===== src/rtl/mbe_pkg.sv =====
package mbe_pkg;

  // fixed point format and image bounds
  localparam int MBE_FRAC_BITS  = 40;
  localparam int MBE_MAX_WIDTH  = 4096;
  localparam int MBE_MAX_HEIGHT = 4096;
  localparam int MBE_MAX_ITER   = 4096;

  // configuration register indexes
  localparam logic [2:0] REG_X_ORIGIN = 3'd0;
  localparam logic [2:0] REG_Y_ORIGIN = 3'd1;
  localparam logic [2:0] REG_X_STEP   = 3'd2;
  localparam logic [2:0] REG_Y_STEP   = 3'd3;
  localparam logic [2:0] REG_LIMIT    = 3'd4;

  // configuration reset values
  localparam logic [63:0] RST_ORIGIN = 64'hFFFF_FE00_0000_0000;  // -2.0
  localparam logic [63:0] RST_STEP   = 64'h0000_0001_0000_0000;  // 2^-8
  localparam logic [12:0] RST_LIMIT  = 13'd256;

  localparam logic [63:0] SAT_MIN = 64'h8000_0000_0000_0000;
  localparam logic [63:0] SAT_MAX = 64'h7FFF_FFFF_FFFF_FFFF;

  typedef enum logic [1:0] {
    ST_IDLE,
    ST_INIT,
    ST_SQ,
    ST_DONE
  } mbe_state_t;

  // multiplier operand pair
  typedef enum logic [2:0] {
    MOP_CR,
    MOP_CI,
    MOP_ZRR,
    MOP_ZII,
    MOP_ZRI
  } mbe_mop_t;

  // where a finished product goes
  typedef enum logic [2:0] {
    CAP_NONE,
    CAP_CR,
    CAP_CI,
    CAP_RR,
    CAP_II,
    CAP_RI
  } mbe_cap_t;

  typedef struct packed {
    logic     load_px;
    mbe_mop_t mop;
    mbe_cap_t cap;
    logic     upd_z;
    logic     cnt_inc;
    logic     out_load;
  } mbe_cmd_t;

  typedef struct packed {
    logic lim_small;
    logic below;
    logic cnt_last;
  } mbe_sts_t;

  function automatic logic [63:0] sat_of(input logic [63:0] a);
    return a[63] ? SAT_MIN : SAT_MAX;
  endfunction

  function automatic logic [63:0] mag64(input logic [63:0] a);
    return a[63] ? (64'd0 - a) : a;
  endfunction

  // signed 128 bit to signed 64 bit, saturating
  function automatic logic [63:0] sat64(input logic [127:0] x);
    logic fits;
    fits = (x[127:63] == '0) || (x[127:63] == '1);
    return fits ? x[63:0] : (x[127] ? SAT_MIN : SAT_MAX);
  endfunction

  // drop fraction bits (floor), then saturate
  function automatic logic [63:0] fix_sat(input logic [127:0] x);
    logic signed [127:0] s;
    s = $signed(x) >>> MBE_FRAC_BITS;
    return sat64(s);
  endfunction

  function automatic logic [63:0] add_s(input logic [63:0] a, input logic [63:0] b);
    logic [63:0] r;
    logic [63:0] ovf;
    r   = a + b;
    ovf = (a ^ r) & (b ^ r);
    return ovf[63] ? sat_of(a) : r;
  endfunction

  function automatic logic [63:0] sub_s(input logic [63:0] a, input logic [63:0] b);
    logic [63:0] r;
    logic [63:0] ovf;
    r   = a - b;
    ovf = (a ^ b) & (a ^ r);
    return ovf[63] ? sat_of(a) : r;
  endfunction

endpackage


===== src/rtl/mbe_ctrl.sv =====
module mbe_ctrl import mbe_pkg::*; (
  input  logic     clk,
  input  logic     rst_n,
  input  logic     in_valid,
  output logic     in_ready,
  output logic     out_valid,
  input  logic     out_ready,
  input  mbe_sts_t sts,
  output mbe_cmd_t cmd
);

  mbe_state_t state_r, state_nxt;
  logic [2:0] ph_r, ph_nxt;
  logic       first_r, first_nxt;
  logic       out_valid_r, out_valid_nxt;

  always_ff @(posedge clk) begin
    if (!rst_n) begin
      state_r     <= ST_IDLE;
      ph_r        <= 3'd0;
      first_r     <= 1'b0;
      out_valid_r <= 1'b0;
    end else begin
      state_r     <= state_nxt;
      ph_r        <= ph_nxt;
      first_r     <= first_nxt;
      out_valid_r <= out_valid_nxt;
    end
  end

  // sequencer: set up c, then one pass of three products per iteration
  always_comb begin
    state_nxt     = state_r;
    ph_nxt        = ph_r;
    first_nxt     = first_r;
    out_valid_nxt = out_valid_r & ~out_ready;
    in_ready      = 1'b0;
    cmd           = '0;
    cmd.mop       = MOP_ZRR;
    cmd.cap       = CAP_NONE;

    case (state_r)
      ST_IDLE: begin
        // no word is taken while reset is held
        in_ready = rst_n;
        if (in_valid && in_ready) begin
          cmd.load_px = 1'b1;
          ph_nxt      = 3'd0;
          state_nxt   = ST_INIT;
        end
      end

      ST_INIT: begin
        ph_nxt = ph_r + 3'd1;
        case (ph_r)
          3'd0: cmd.mop = MOP_CR;
          3'd1: cmd.mop = MOP_CI;
          3'd3: cmd.cap = CAP_CR;
          3'd4: begin
            cmd.cap   = CAP_CI;
            ph_nxt    = 3'd0;
            first_nxt = 1'b1;
            state_nxt = sts.lim_small ? ST_DONE : ST_SQ;
          end
          default: ;
        endcase
      end

      ST_SQ: begin
        ph_nxt = ph_r + 3'd1;
        case (ph_r)
          3'd0: cmd.mop = MOP_ZRR;
          3'd1: cmd.mop = MOP_ZII;
          3'd2: cmd.mop = MOP_ZRI;
          3'd3: cmd.cap = CAP_RR;
          3'd4: cmd.cap = CAP_II;
          3'd5: begin
            cmd.cap = CAP_RI;
            // squares of the latest z are ready: escape check
            if (!first_r) begin
              if (!sts.below) begin
                state_nxt = ST_DONE;
              end else begin
                cmd.cnt_inc = 1'b1;
                if (sts.cnt_last) state_nxt = ST_DONE;
              end
            end
          end
          3'd6: begin
            cmd.upd_z = 1'b1;
            first_nxt = 1'b0;
            ph_nxt    = 3'd0;
          end
          default: ph_nxt = 3'd0;
        endcase
      end

      ST_DONE: begin
        if (!out_valid_r || out_ready) begin
          cmd.out_load  = 1'b1;
          out_valid_nxt = 1'b1;
          state_nxt     = ST_IDLE;
        end
      end

      default: state_nxt = ST_IDLE;
    endcase
  end

  assign out_valid = out_valid_r;

  // checks
  a_load_free: assert property (@(posedge clk) disable iff (!rst_n)
    cmd.out_load |-> (!out_valid_r || out_ready))
    else $error("result word loaded over a pending one");

  a_accept_start: assert property (@(posedge clk) disable iff (!rst_n)
    (in_valid && in_ready) |=> (state_r == ST_INIT && ph_r == 3'd0))
    else $error("accepted word did not start setup");

  a_inc_below: assert property (@(posedge clk) disable iff (!rst_n)
    cmd.cnt_inc |-> (sts.below && !first_r && state_r == ST_SQ))
    else $error("count raised without a passing escape test");

  a_init_phase: assert property (@(posedge clk) disable iff (!rst_n)
    (state_r == ST_INIT) |-> (ph_r <= 3'd4))
    else $error("setup phase out of range");

endmodule

===== config.mk =====
export PLATFORM = sky130hd
export DESIGN_NAME = mbe_ctrl
export DESIGN_NICKNAME = d
export VERILOG_FILES = /design/src/rtl/mbe_pkg.sv /design/src/rtl/mbe_ctrl.sv
export SDC_FILE = /design/constraint.sdc
export NUM_CORES = 1
export LEC_CHECK = 0
export CORE_MARGIN = 3
export CORE_UTILIZATION = 32
export CTS_CLUSTER_DIAMETER = 80
export DETAILED_ROUTE_END_ITERATION = 7
export DONT_BUFFER_PORTS = 1
export SYNTH_ARGS = -nofsm -noshare
export SYNTH_HDL_FRONTEND = slang
export SYNTH_SLANG_ARGS = --single-unit

===== constraint.sdc =====
create_clock -name clk -period 1.9 [get_ports clk]
set_input_delay 0.475 -clock clk [delete_from_list [all_inputs] [get_ports clk]]
set_output_delay 0.475 -clock clk [all_outputs]
set_load 0.01 [all_outputs]

==> flow_summary_export.csv, run 1 <==
group,metric,value,unit
outcome,status,"finished, final reports clean",
routing,drc,0,
logic_synthesis,synth-seq-cells,7,
floorplan,die_y,51.0,um
logic_synthesis,syn_inst,80,
logic_synthesis,yosys-top-cells-area,"dfxtp_1 (22%), ha_1 (19%), nor2b_1 (6.8%)",
hold_path,hold_depth,1,
power_and_ir_drop,p_int,464,uW
sta,finalHoldViolations,0,
sta,slew_headroom,0.709,
setup_path,reg2reg_to,"ph_r[1]$_SDFFE_PN0P_",
cells_and_area,ff_latch_area,148,sq um
global_route,met1_usage,0.155,
power_and_ir_drop,power.leakage,0.000285,uW
placement,placed_area,662,sq um
global_route,grt_pass1_wl,2.52,mm
cells_and_area,drive_gt1_frac,0.293,
logic_synthesis,avgSynthCellArea,8.09,sq um
placement,routabilityCongestion,0.786,
power_and_ir_drop,swShare,0.420,
floorplan,io_pins,19,
sta,slew_violations,0,
clocking,cts_tree,"yes",
cells_and_area,multi_input_area,551,sq um
sta,setup_viol,0,
setup_path,reg2reg_depth,6,
floorplan,initial_core_util,0.355,
power_and_ir_drop,p_switching,336,uW
logic_synthesis,syn_nets,97,
floorplan,die_width,51.0,um
sta,rsz0062_at_grt,"true",
global_route,track_usage,0.132,
setup_path,cp-start-kind,"flop",
clocking,clk_latency,0.26,ns
logic_synthesis,ys_warn_count,0,
logic_synthesis,syn_area,647,sq um
clocking,cts_buffer_depth,2,
setup_path,endpoint_kind,"output pin",
setup_path,worstPathRequired,1.42,ns
power_and_ir_drop,totalPowerFinal,800,uW
global_route,first_global_vias,520,
routing,vias,566,
clocking,cts_sinks,7,
floorplan,rows,15,
floorplan,dieArea,2600,sq um
sta,fmax,544,MHz
setup_path,crit_fanout,4,
clocking,hold_buffers,0,
cells_and_area,postLayoutCellArea,793,sq um
logic_synthesis,synth_seq_area_share,0.217,
global_route,busiest_layer,"met2",
logic_synthesis,synth_top_cell_by_area,"dfxtp_1",
sta,finalCritPeriodShare,0.968,
job,maxCapViolCount,0,
cells_and_area,fin_cells,107,
routing,drt_iter0_markers,5,
setup_path,worstPathArrival,1.36,ns
cells_and_area,nNetsFinal,100,
routing,drtPass1Iterations,4,
sta,finalCriticalPeriod,1.84,ns
placement,place_inst,103,
clocking,cts_root_buf,"clkbuf_4",
power_and_ir_drop,clock_power_share,0.175,
placement,io_buffers,0,
routing,drt-vias-per-instance,5.29,
clocking,htreeDepth,1,
sta,worst_pin_slew,0.430,ns
routing,ant_nets,0,
clocking,cts-buffers-inserted,3,
hold_path,hp-class,"in -> reg",
logic_synthesis,synth.distinct_cells,29,
global_route,overflow,0,
routing,totalWireLength,1.57,mm
power_and_ir_drop,ir_worst_vdd,522,uV
power_and_ir_drop,power_frac_seq,0.264,
setup_path,r2r_slack,0.21,ns
placement,hpwl,1.13,mm
clocking,clkTransAtPathRegs,0.06,ns
global_route,antenna_found_initial,0,
routing,routedWlPerCell,14.7,um
cells_and_area,antenna_cells,0,
global_route,use_met2,0.212,
hold_path,hold_start,"rst_n",
cells_and_area,area_growth,22.6,%
setup_path,critPathKind,"reg -> out",
setup_path,r2r-start,"ph_r[0]$_SDFFE_PN0P_",
hold_path,min_to,"first_r$_SDFFE_PN0P_",
power_and_ir_drop,power_density,1010,nW/um^2
global_route,grt_util_met3,0.0525,
global_route,grt_max_degree,11,
sta,skew,0.00821,ns
cells_and_area,nFillCells,189,
power_and_ir_drop,p_comb_frac,0.561,
logic_synthesis,synth.top_cell.area_share,0.217,
floorplan,core-area,1820,sq um
## worst max path at each step
| stage | end | from | cells past startpoint |
|---|---|---|---|
| detailed placement | cmd[3] | ph_r[0]$_SDFFE_PN0P_ | 6 |
| finish | cmd[3] | ph_r[0]$_SDFFE_PN0P_ | 6 |
| global route | cmd[3] | ph_r[0]$_SDFFE_PN0P_ | 6 |
| global placement | cmd[3] | ph_r[0]$_SDFFE_PN0P_ | 6 |
| CTS | cmd[4] | state_r[1]$_SDFFE_PN0P_ | 3 |
| floorplan | cmd[3] | ph_r[0]$_SDFFE_PN0P_ | 6 |
## area by class of cell
type / count / share of cell area
clock buffers: 4 / 0.0331
inverters: 8 / 0.0379
multi-input cells: 62 / 0.694
flip-flops and latches: 7 / 0.186
well taps: 25 / 0.0394
repair buffers: 1 / 0.00946
## stage by stage
stage / hold slack (ns) / setup TNS [ns] / utilization / worst slack [ns]
floorplan: 0.479 / 0 / - / 0.225
global placement: 0.496 / 0 / 0.364 / 0.158
detailed placement: 0.507 / 0 / 0.364 / 0.128
CTS: 0.329 / 0 / 0.405 / 0.00350
global route: 0.322 / -0.0438 / 0.436 / -0.0438
finish: 0.332 / 0 / 0.436 / 0.0602
## worst max-delay path, cell delays in order (launching register included)
cell and delay (ns):
dfxtp_4 0.39, ha_4 0.16, ha_4 0.14, nand2_1 0.05
o21ai_1 0.12, a32oi_1 0.08, nor2b_2 0.17
## flip-flops by register name, summed over array words and instances (netlist names)
signal     cells
out_valid      1
first_r        1
ph_r           3
state_r        2
## synthesized netlist by cell type, drive strengths merged
cell type and n:
and3 3, mux2i 2, o2111a 1, inv 8, nor2b 7, o2bb2ai 1, ha 10, or2 1
nand2 9, nand3b 1, and2 2, a22oi 1, o41ai 1, o21ai 6, buf 3, a32oi 2
dfxtp 7, o211a 1, a41o 1, o22ai 3, o21a 1, nor2 4, a211o 2, nand3 3
## logic make-up (layout without fill, tap and decap cells)
| family | after synthesis | after routing | share of synthesized area |
|---|---|---|---|
| buf+inv | 11 | 13 | 0.0832 |
| fa+ha+maj | 10 | 10 | 0.193 |
| flops | 7 | 7 | 0.217 |
| compound gates | 20 | 20 | 0.228 |
| mux | 2 | 2 | 0.0309 |
| simple gates | 30 | 30 | 0.248 |
## power by group through the flow
stage	Sequential, uW	Clock (uW)	Combinational [uW]
finish	211	140	449
CTS	197	145	381
detailed placement	197	0	358
floorplan	191	0	293
global route	216	156	496
global placement	197	0	351
## layout by cell type, fill, tap and decap left out
cell	n
nand2_1	7
ha_4	7
inv_1	6
nor2b_1	5
nor2_1	4
o21ai_0	4
nand3_1	3
o22ai_1	3
ha_1	3
clkbuf_4	3
dfxtp_1	3
dfxtp_2	3
inv_2	2
a32oi_1	2
nor2b_2	2
o21ai_1	2
and3_2	2
and2_1	2
a211o_1	2
mux2i_1	2
nand2_4	1
o2111a_1	1
and3_1	1
nand3b_1	1
nand2_2	1
a22oi_1	1
or2_2	1
a41o_1	1
o211a_1	1
o41ai_1	1
o21a_1	1
o2bb2ai_1	1
clkbuf_1	1
dfxtp_4	1
buf_4	1
## timing repair
| action | 4_1_cts | 5_1_grt |
|---|---|---|
| pin swaps | 0 | 1 |
| setup buffers | 0 | 0 |
| gates resized for setup | 12 | 13 |
| setup endpoints to repair | 5 | 7 |
## layer usage
layer	vias up	share of wire
li1	286	-
met1	263	0.44
met2	11	0.49
met3	6	0.054
met4	0	0.015
met5	-	0
(Power assumes the default switching activity.)
==> run 2: changes to the inputs <==
==> constraint.sdc (replaced) <==
create_clock -name clk -period 1.8 [get_ports clk]
set_input_delay 0.45 -clock clk [delete_from_list [all_inputs] [get_ports clk]]
set_output_delay 0.45 -clock clk [all_outputs]
set_load 0.01 [all_outputs]
==> flow_summary_export.csv, run 2 (synthesis gave the netlist of run 1 again) <==
group,metric,value,unit
outcome,status,"complete, but fails checks",
outcome,failed_checks,"setup timing",
floorplan,initial_core_util,0.355,
cells_and_area,final_common_cell,"ha_4",
floorplan,dieArea,2600,sq um
cells_and_area,drive_gt1_frac,0.360,
sta,finalCritPeriodShare,1.02,
placement,placed_area,662,sq um
setup_path,crit_fanout,3,
global_route,grt_max_degree,11,
setup_path,endpoint_kind,"output pin",
cells_and_area,layout_common_cells,"ha_4 (7), nand2_1 (6), nor2b_1 (6)",
cells_and_area,antenna_cells,0,
clocking,cts_root_buf,"clkbuf_4",
setup_path,cp-start-kind,"flop",
power_and_ir_drop,power_frac_seq,0.263,
clocking,cts_buffer_depth,2,
hold_path,hold_start,"rst_n",
routing,drtPass1Iterations,6,
placement,dp_slack,-0.0137,ns
global_route,overflow,0,
floorplan,core-area,1820,sq um
sta,worst_pin_slew,0.374,ns
sta,finalHoldViolations,0,
routing,drt-vias-per-instance,5.31,
job,maxCapViolCount,0,
sta,fmax,545,MHz
sta,rsz0062_at_grt,"true",
sta,whs,0.308,ns
cells_and_area,nFillCells,182,
setup_path,critPathKind,"reg -> out",
floorplan,die_width,51.0,um
setup_path,critPathSlowestCell,"dfxtp_4",
cells_and_area,ff_latch_area,153,sq um
hold_path,hold_depth,1,
power_and_ir_drop,p_int,495,uW
floorplan,io_pins,19,
clocking,htreeDepth,1,
cells_and_area,area_growth,27.9,%
cells_and_area,postLayoutCellArea,827,sq um
global_route,track_usage,0.135,
setup_path,reg2reg_depth,6,
clocking,clkTransAtPathRegs,0.06,ns
cells_and_area,largest_reg_flops,3,
routing,drt_iter0_markers,10,
cells_and_area,top_register,"ph_r",
routing,totalWireLength,1.74,mm
setup_path,reg2reg_to,"ph_r[1]$_SDFFE_PN0P_",
power_and_ir_drop,power_density,1040,nW/um^2
clocking,cts-buffers-inserted,3,
routing,ant_nets,0,
routing,drc,0,
setup_path,crit_chain,"inv_2 -> ha_1 -> nor2b_1 -> and3_2",
floorplan,rows,15,
power_and_ir_drop,ir_worst_vdd,582,uV
power_and_ir_drop,p_switching,362,uW
power_and_ir_drop,power.leakage,0.000309,uW
cells_and_area,nNetsFinal,104,
sta,setup_viol,2,
clocking,hold_buffers,0,
setup_path,critPathMaxStageDelay,0.36,ns
setup_path,worstPathArrival,1.39,ns
hold_path,hp-class,"in -> reg",
global_route,first_global_vias,573,
hold_path,min_to,"state_r[0]$_SDFFE_PN0P_",
placement,io_buffers,0,
setup_path,r2r_slack,0.17,ns
global_route,grt_pass1_wl,2.64,mm
routing,vias,589,
sta,setup_slack,-0.0352,ns
floorplan,die_y,51.0,um
sta,skew,0.00527,ns
cells_and_area,reg_top3,"ph_r (3), state_r (2)",
clocking,clk_latency,0.26,ns
clocking,cts_sinks,7,
placement,hpwl,1.18,mm
clocking,cts_tree,"yes",
setup_path,cp.buffers_inverters,1,
power_and_ir_drop,swShare,0.422,
cells_and_area,multi_input_area,549,sq um
setup_path,r2r-start,"ph_r[1]$_SDFFE_PN0P_",
placement,routabilityCongestion,0.766,
setup_path,worstPathRequired,1.35,ns
setup_path,worst_path_dominant_cell_family,"simple AND/OR/NAND/NOR gates",
sta,slew_violations,0,
routing,routedWlPerCell,15.6,um
sta,finalCriticalPeriod,1.84,ns
sta,fin_setup_tns,-0.0570,ns
power_and_ir_drop,clock_power_share,0.175,
global_route,antenna_found_initial,0,
power_and_ir_drop,p_comb_frac,0.562,
sta,slew_headroom,0.748,
==> run 2: worst max-delay path by stage <==
stage	startpoint	end	cells after the start
final	ph_r[0]$_SDFFE_PN0P_	cmd[8]	4
after CTS	ph_r[0]$_SDFFE_PN0P_	cmd[3]	6
after detailed placement	ph_r[0]$_SDFFE_PN0P_	cmd[3]	6
after global placement	ph_r[0]$_SDFFE_PN0P_	cmd[3]	6
after global routing	ph_r[0]$_SDFFE_PN0P_	cmd[8]	4
after floorplan	ph_r[0]$_SDFFE_PN0P_	cmd[3]	6
==> run 2: layout make-up <==
cell class | instances | area share
multi-input cells | 62 | 0.664
repair buffers | 5 | 0.0454
flip-flops and latches | 7 | 0.185
clock buffers | 4 | 0.0318
inverters | 8 | 0.0363
well taps | 25 | 0.0378
==> run 2: stage by stage <==
step | power [uW] | util | std cells
4_1_cts | 855 | 0.437 | 108
5_1_grt | 928 | 0.454 | 111
3_3_place_gp | 578 | 0.364 | 103
6_report | 858 | 0.454 | 111
3_5_place_dp | 590 | 0.364 | 103
2_1_floorplan | 510 | - | 80
==> run 2: worst register-to-register path: stages, from the launching register on <==
cell,delay [ns]
dfxtp_4,0.36
ha_4,0.17
ha_4,0.16
buf_4,0.13
o41ai_1,0.34
a211o_1,0.24
o22ai_1,0.09
==> run 2: metal layers <==
metal	track usage	vias to the layer above	wire length, um
met5	0	-	0
met4	0.0493	0	16
met3	0.0554	2	98
met2	0.217	16	908
met1	0.160	278	714
li1	-	293	-
==> run 2: power groups by stage <==
| stage | clock network (uW) | registers, uW | logic (uW) |
|---|---|---|---|
| 3_5_place_dp | 0 | 210 | 380 |
| 3_3_place_gp | 0 | 208 | 371 |
| 6_report | 150 | 225 | 482 |
| 4_1_cts | 154 | 222 | 478 |
| 2_1_floorplan | 0 | 202 | 309 |
| 5_1_grt | 169 | 229 | 530 |
==> run 2: repair_timing <==
action | in CTS | in global routing
pin swaps | 1 | 4
setup endpoints to repair | 8 | 5
buffers inserted | 1 | 3
cloned | 0 | 0
gates resized for setup | 27 | 3
==> run 3: changes to the inputs <==
--- a/config.mk
+++ b/config.mk
@@ -10,6 +10,8 @@
 export CTS_CLUSTER_DIAMETER = 80
 export DETAILED_ROUTE_END_ITERATION = 7
 export DONT_BUFFER_PORTS = 1
+export REMOVE_ABC_BUFFERS = 1
 export SYNTH_ARGS = -nofsm -noshare
 export SYNTH_HDL_FRONTEND = slang
 export SYNTH_SLANG_ARGS = --single-unit
+export TNS_END_PERCENT = 30
==> flow_summary_export.csv, run 3 (synthesis gave the netlist of run 1 again) <==
group,metric,value,unit
setup_path,cp-start-kind,"flop",
routing,drt_iter0_markers,5,
global_route,overflow,0,
cells_and_area,largest_reg_flops,3,
sta,finalCritPeriodShare,1.04,
global_route,grt_max_degree,11,
sta,finalCriticalPeriod,1.86,ns
setup_path,endpoint_kind,"output pin",
cells_and_area,layout_common_cells,"ha_4 (7), nand2_1 (6), buf_4 (6)",
job,maxCapViolCount,0,
clocking,cts_sinks,7,
setup_path,critPathSlowestCell,"dfxtp_4",
outcome,status,"complete, but fails checks",
floorplan,io_pins,19,
clocking,hold_buffers,0,
sta,finalHoldViolations,0,
sta,skew,0.00110,ns
sta,setup_slack,-0.0635,ns
floorplan,initial_core_util,0.355,
cells_and_area,nFillCells,172,
cells_and_area,postLayoutCellArea,850,sq um
routing,m1WireLength,750,um
cells_and_area,reg_top3,"ph_r (3), state_r (2)",
routing,drtPass1Iterations,4,
floorplan,rows,15,
routing,vias,599,
clocking,cts-buffers-inserted,3,
routing,top_layer,"met4",
placement,placed_area,662,sq um
placement,routabilityCongestion,0.762,
placement,hpwl,1.08,mm
floorplan,die_width,51.0,um
cells_and_area,area_growth,31.3,%
power_and_ir_drop,power_density,1010,nW/um^2
clocking,cts_tree,"yes",
sta,whs,0.315,ns
sta,setup_viol,3,
cells_and_area,drive_gt1_frac,0.391,
setup_path,cp.buffers_inverters,1,
sta,worst_pin_slew,0.429,ns
clocking,cts_buffer_depth,2,
sta,fin_setup_tns,-0.0834,ns
outcome,failed_checks,"setup timing",
floorplan,dieArea,2600,sq um
floorplan,die_y,51.0,um
routing,drt-vias-per-instance,5.35,
routing,totalWireLength,1.73,mm
cells_and_area,nNetsFinal,105,
global_route,antenna_found_initial,0,
setup_path,crit_chain,"ha_4 -> ha_4 -> buf_4 -> a32oi_2 -> nor2b_2",
clocking,clk_latency,0.25,ns
floorplan,core-area,1820,sq um
setup_path,critPathKind,"reg -> out",
setup_path,crit_fanout,3,
cells_and_area,antenna_cells,0,
clocking,cts_root_buf,"clkbuf_4",
setup_path,worstPathRequired,1.35,ns
cells_and_area,fin_cells,112,
sta,rsz0062_at_grt,"true",
cells_and_area,top_register,"ph_r",
setup_path,critPathMaxStageDelay,0.36,ns
routing,met2_length,880,um
cells_and_area,fin_util,0.467,
sta,slew_headroom,0.711,
sta,fmax,537,MHz
routing,wl_met3,67,um
setup_path,worstPathArrival,1.41,ns
setup_path,cp_num_cells,5,
hold_path,hp-class,"in -> reg",
power_and_ir_drop,power.leakage,0.000329,uW
setup_path,crit_top_cell,"ha_4",
placement,io_buffers,0,
global_route,first_global_vias,588,
sta,slew_violations,0,
global_route,track_usage,0.134,
setup_path,reg2reg_depth,6,
hold_path,hold_depth,1,
routing,routedWlPerCell,15.4,um
routing,drc,0,
routing,ant_nets,0,
cells_and_area,final_common_cell,"ha_4",
global_route,grt_pass1_wl,2.64,mm
clocking,clkTransAtPathRegs,0.05,ns
setup_path,worst_path_dominant_cell_family,"flip-flops",
power_and_ir_drop,ir_worst_vdd,380,uV
clocking,htreeDepth,1,
placement,place_inst,103,
[run 3: changes by cell type in the layout (fill, tap and decap cells not counted), sizes merged]
cell	previous run	this run
buf	5	6
[run 3: final timing paths]
check,from,endpoint,slack [ns]
max,ph_r[1]$_SDFFE_PN0P_,cmd[3],-0.06
min,rst_n,state_r[0]$_SDFFE_PN0P_,0.31
max reg2reg,ph_r[1]$_SDFFE_PN0P_,ph_r[2]$_SDFFE_PN0P_,0.17
min reg2reg,state_r[1]$_SDFFE_PN0P_,state_r[1]$_SDFFE_PN0P_,0.51
[run 3: layer usage]
| metal | track usage | up-vias |
|---|---|---|
| met5 | 0 | - |
| met4 | 0.0717 | 0 |
| met3 | 0.0350 | 6 |
| met2 | 0.223 | 14 |
| met1 | 0.155 | 280 |
| li1 | - | 299 |
[run 3: metrics by stage]
stage	total power (uW)	setup slack, ns
after global routing	933	-0.140
after CTS	811	-0.00693
after detailed placement	579	0.0302
after floorplan	505	0.150
final	860	-0.0635
after global placement	575	0.0785
[run 3: final cells by class]
cell class / instances / area [sq um] / share of cell area
tap: 25 / 31.3 / 0.0368
sequential: 7 / 150 / 0.177
inverter: 8 / 32.5 / 0.0383
clock buffer: 4 / 26.3 / 0.0309
timing repair buffer: 6 / 45.0 / 0.0530
multi-input combinational: 62 / 564 / 0.664
[run 3: power breakdown]
| part | switching [uW] | internal, uW |
|---|---|---|
| sequential | 38.7 | 182 |
| clock | 61.1 | 84.8 |
| combinational | 261 | 232 |
| total | 360 | 499 |
[run 3: timing repair]
item                                    in CTS  in global routing
endpoints found under the setup margin       8                  8
setup buffers                                2                  3
hold endpoints to repair                     0                  0
pin swaps                                    2                  4
resized for setup                           24                  9
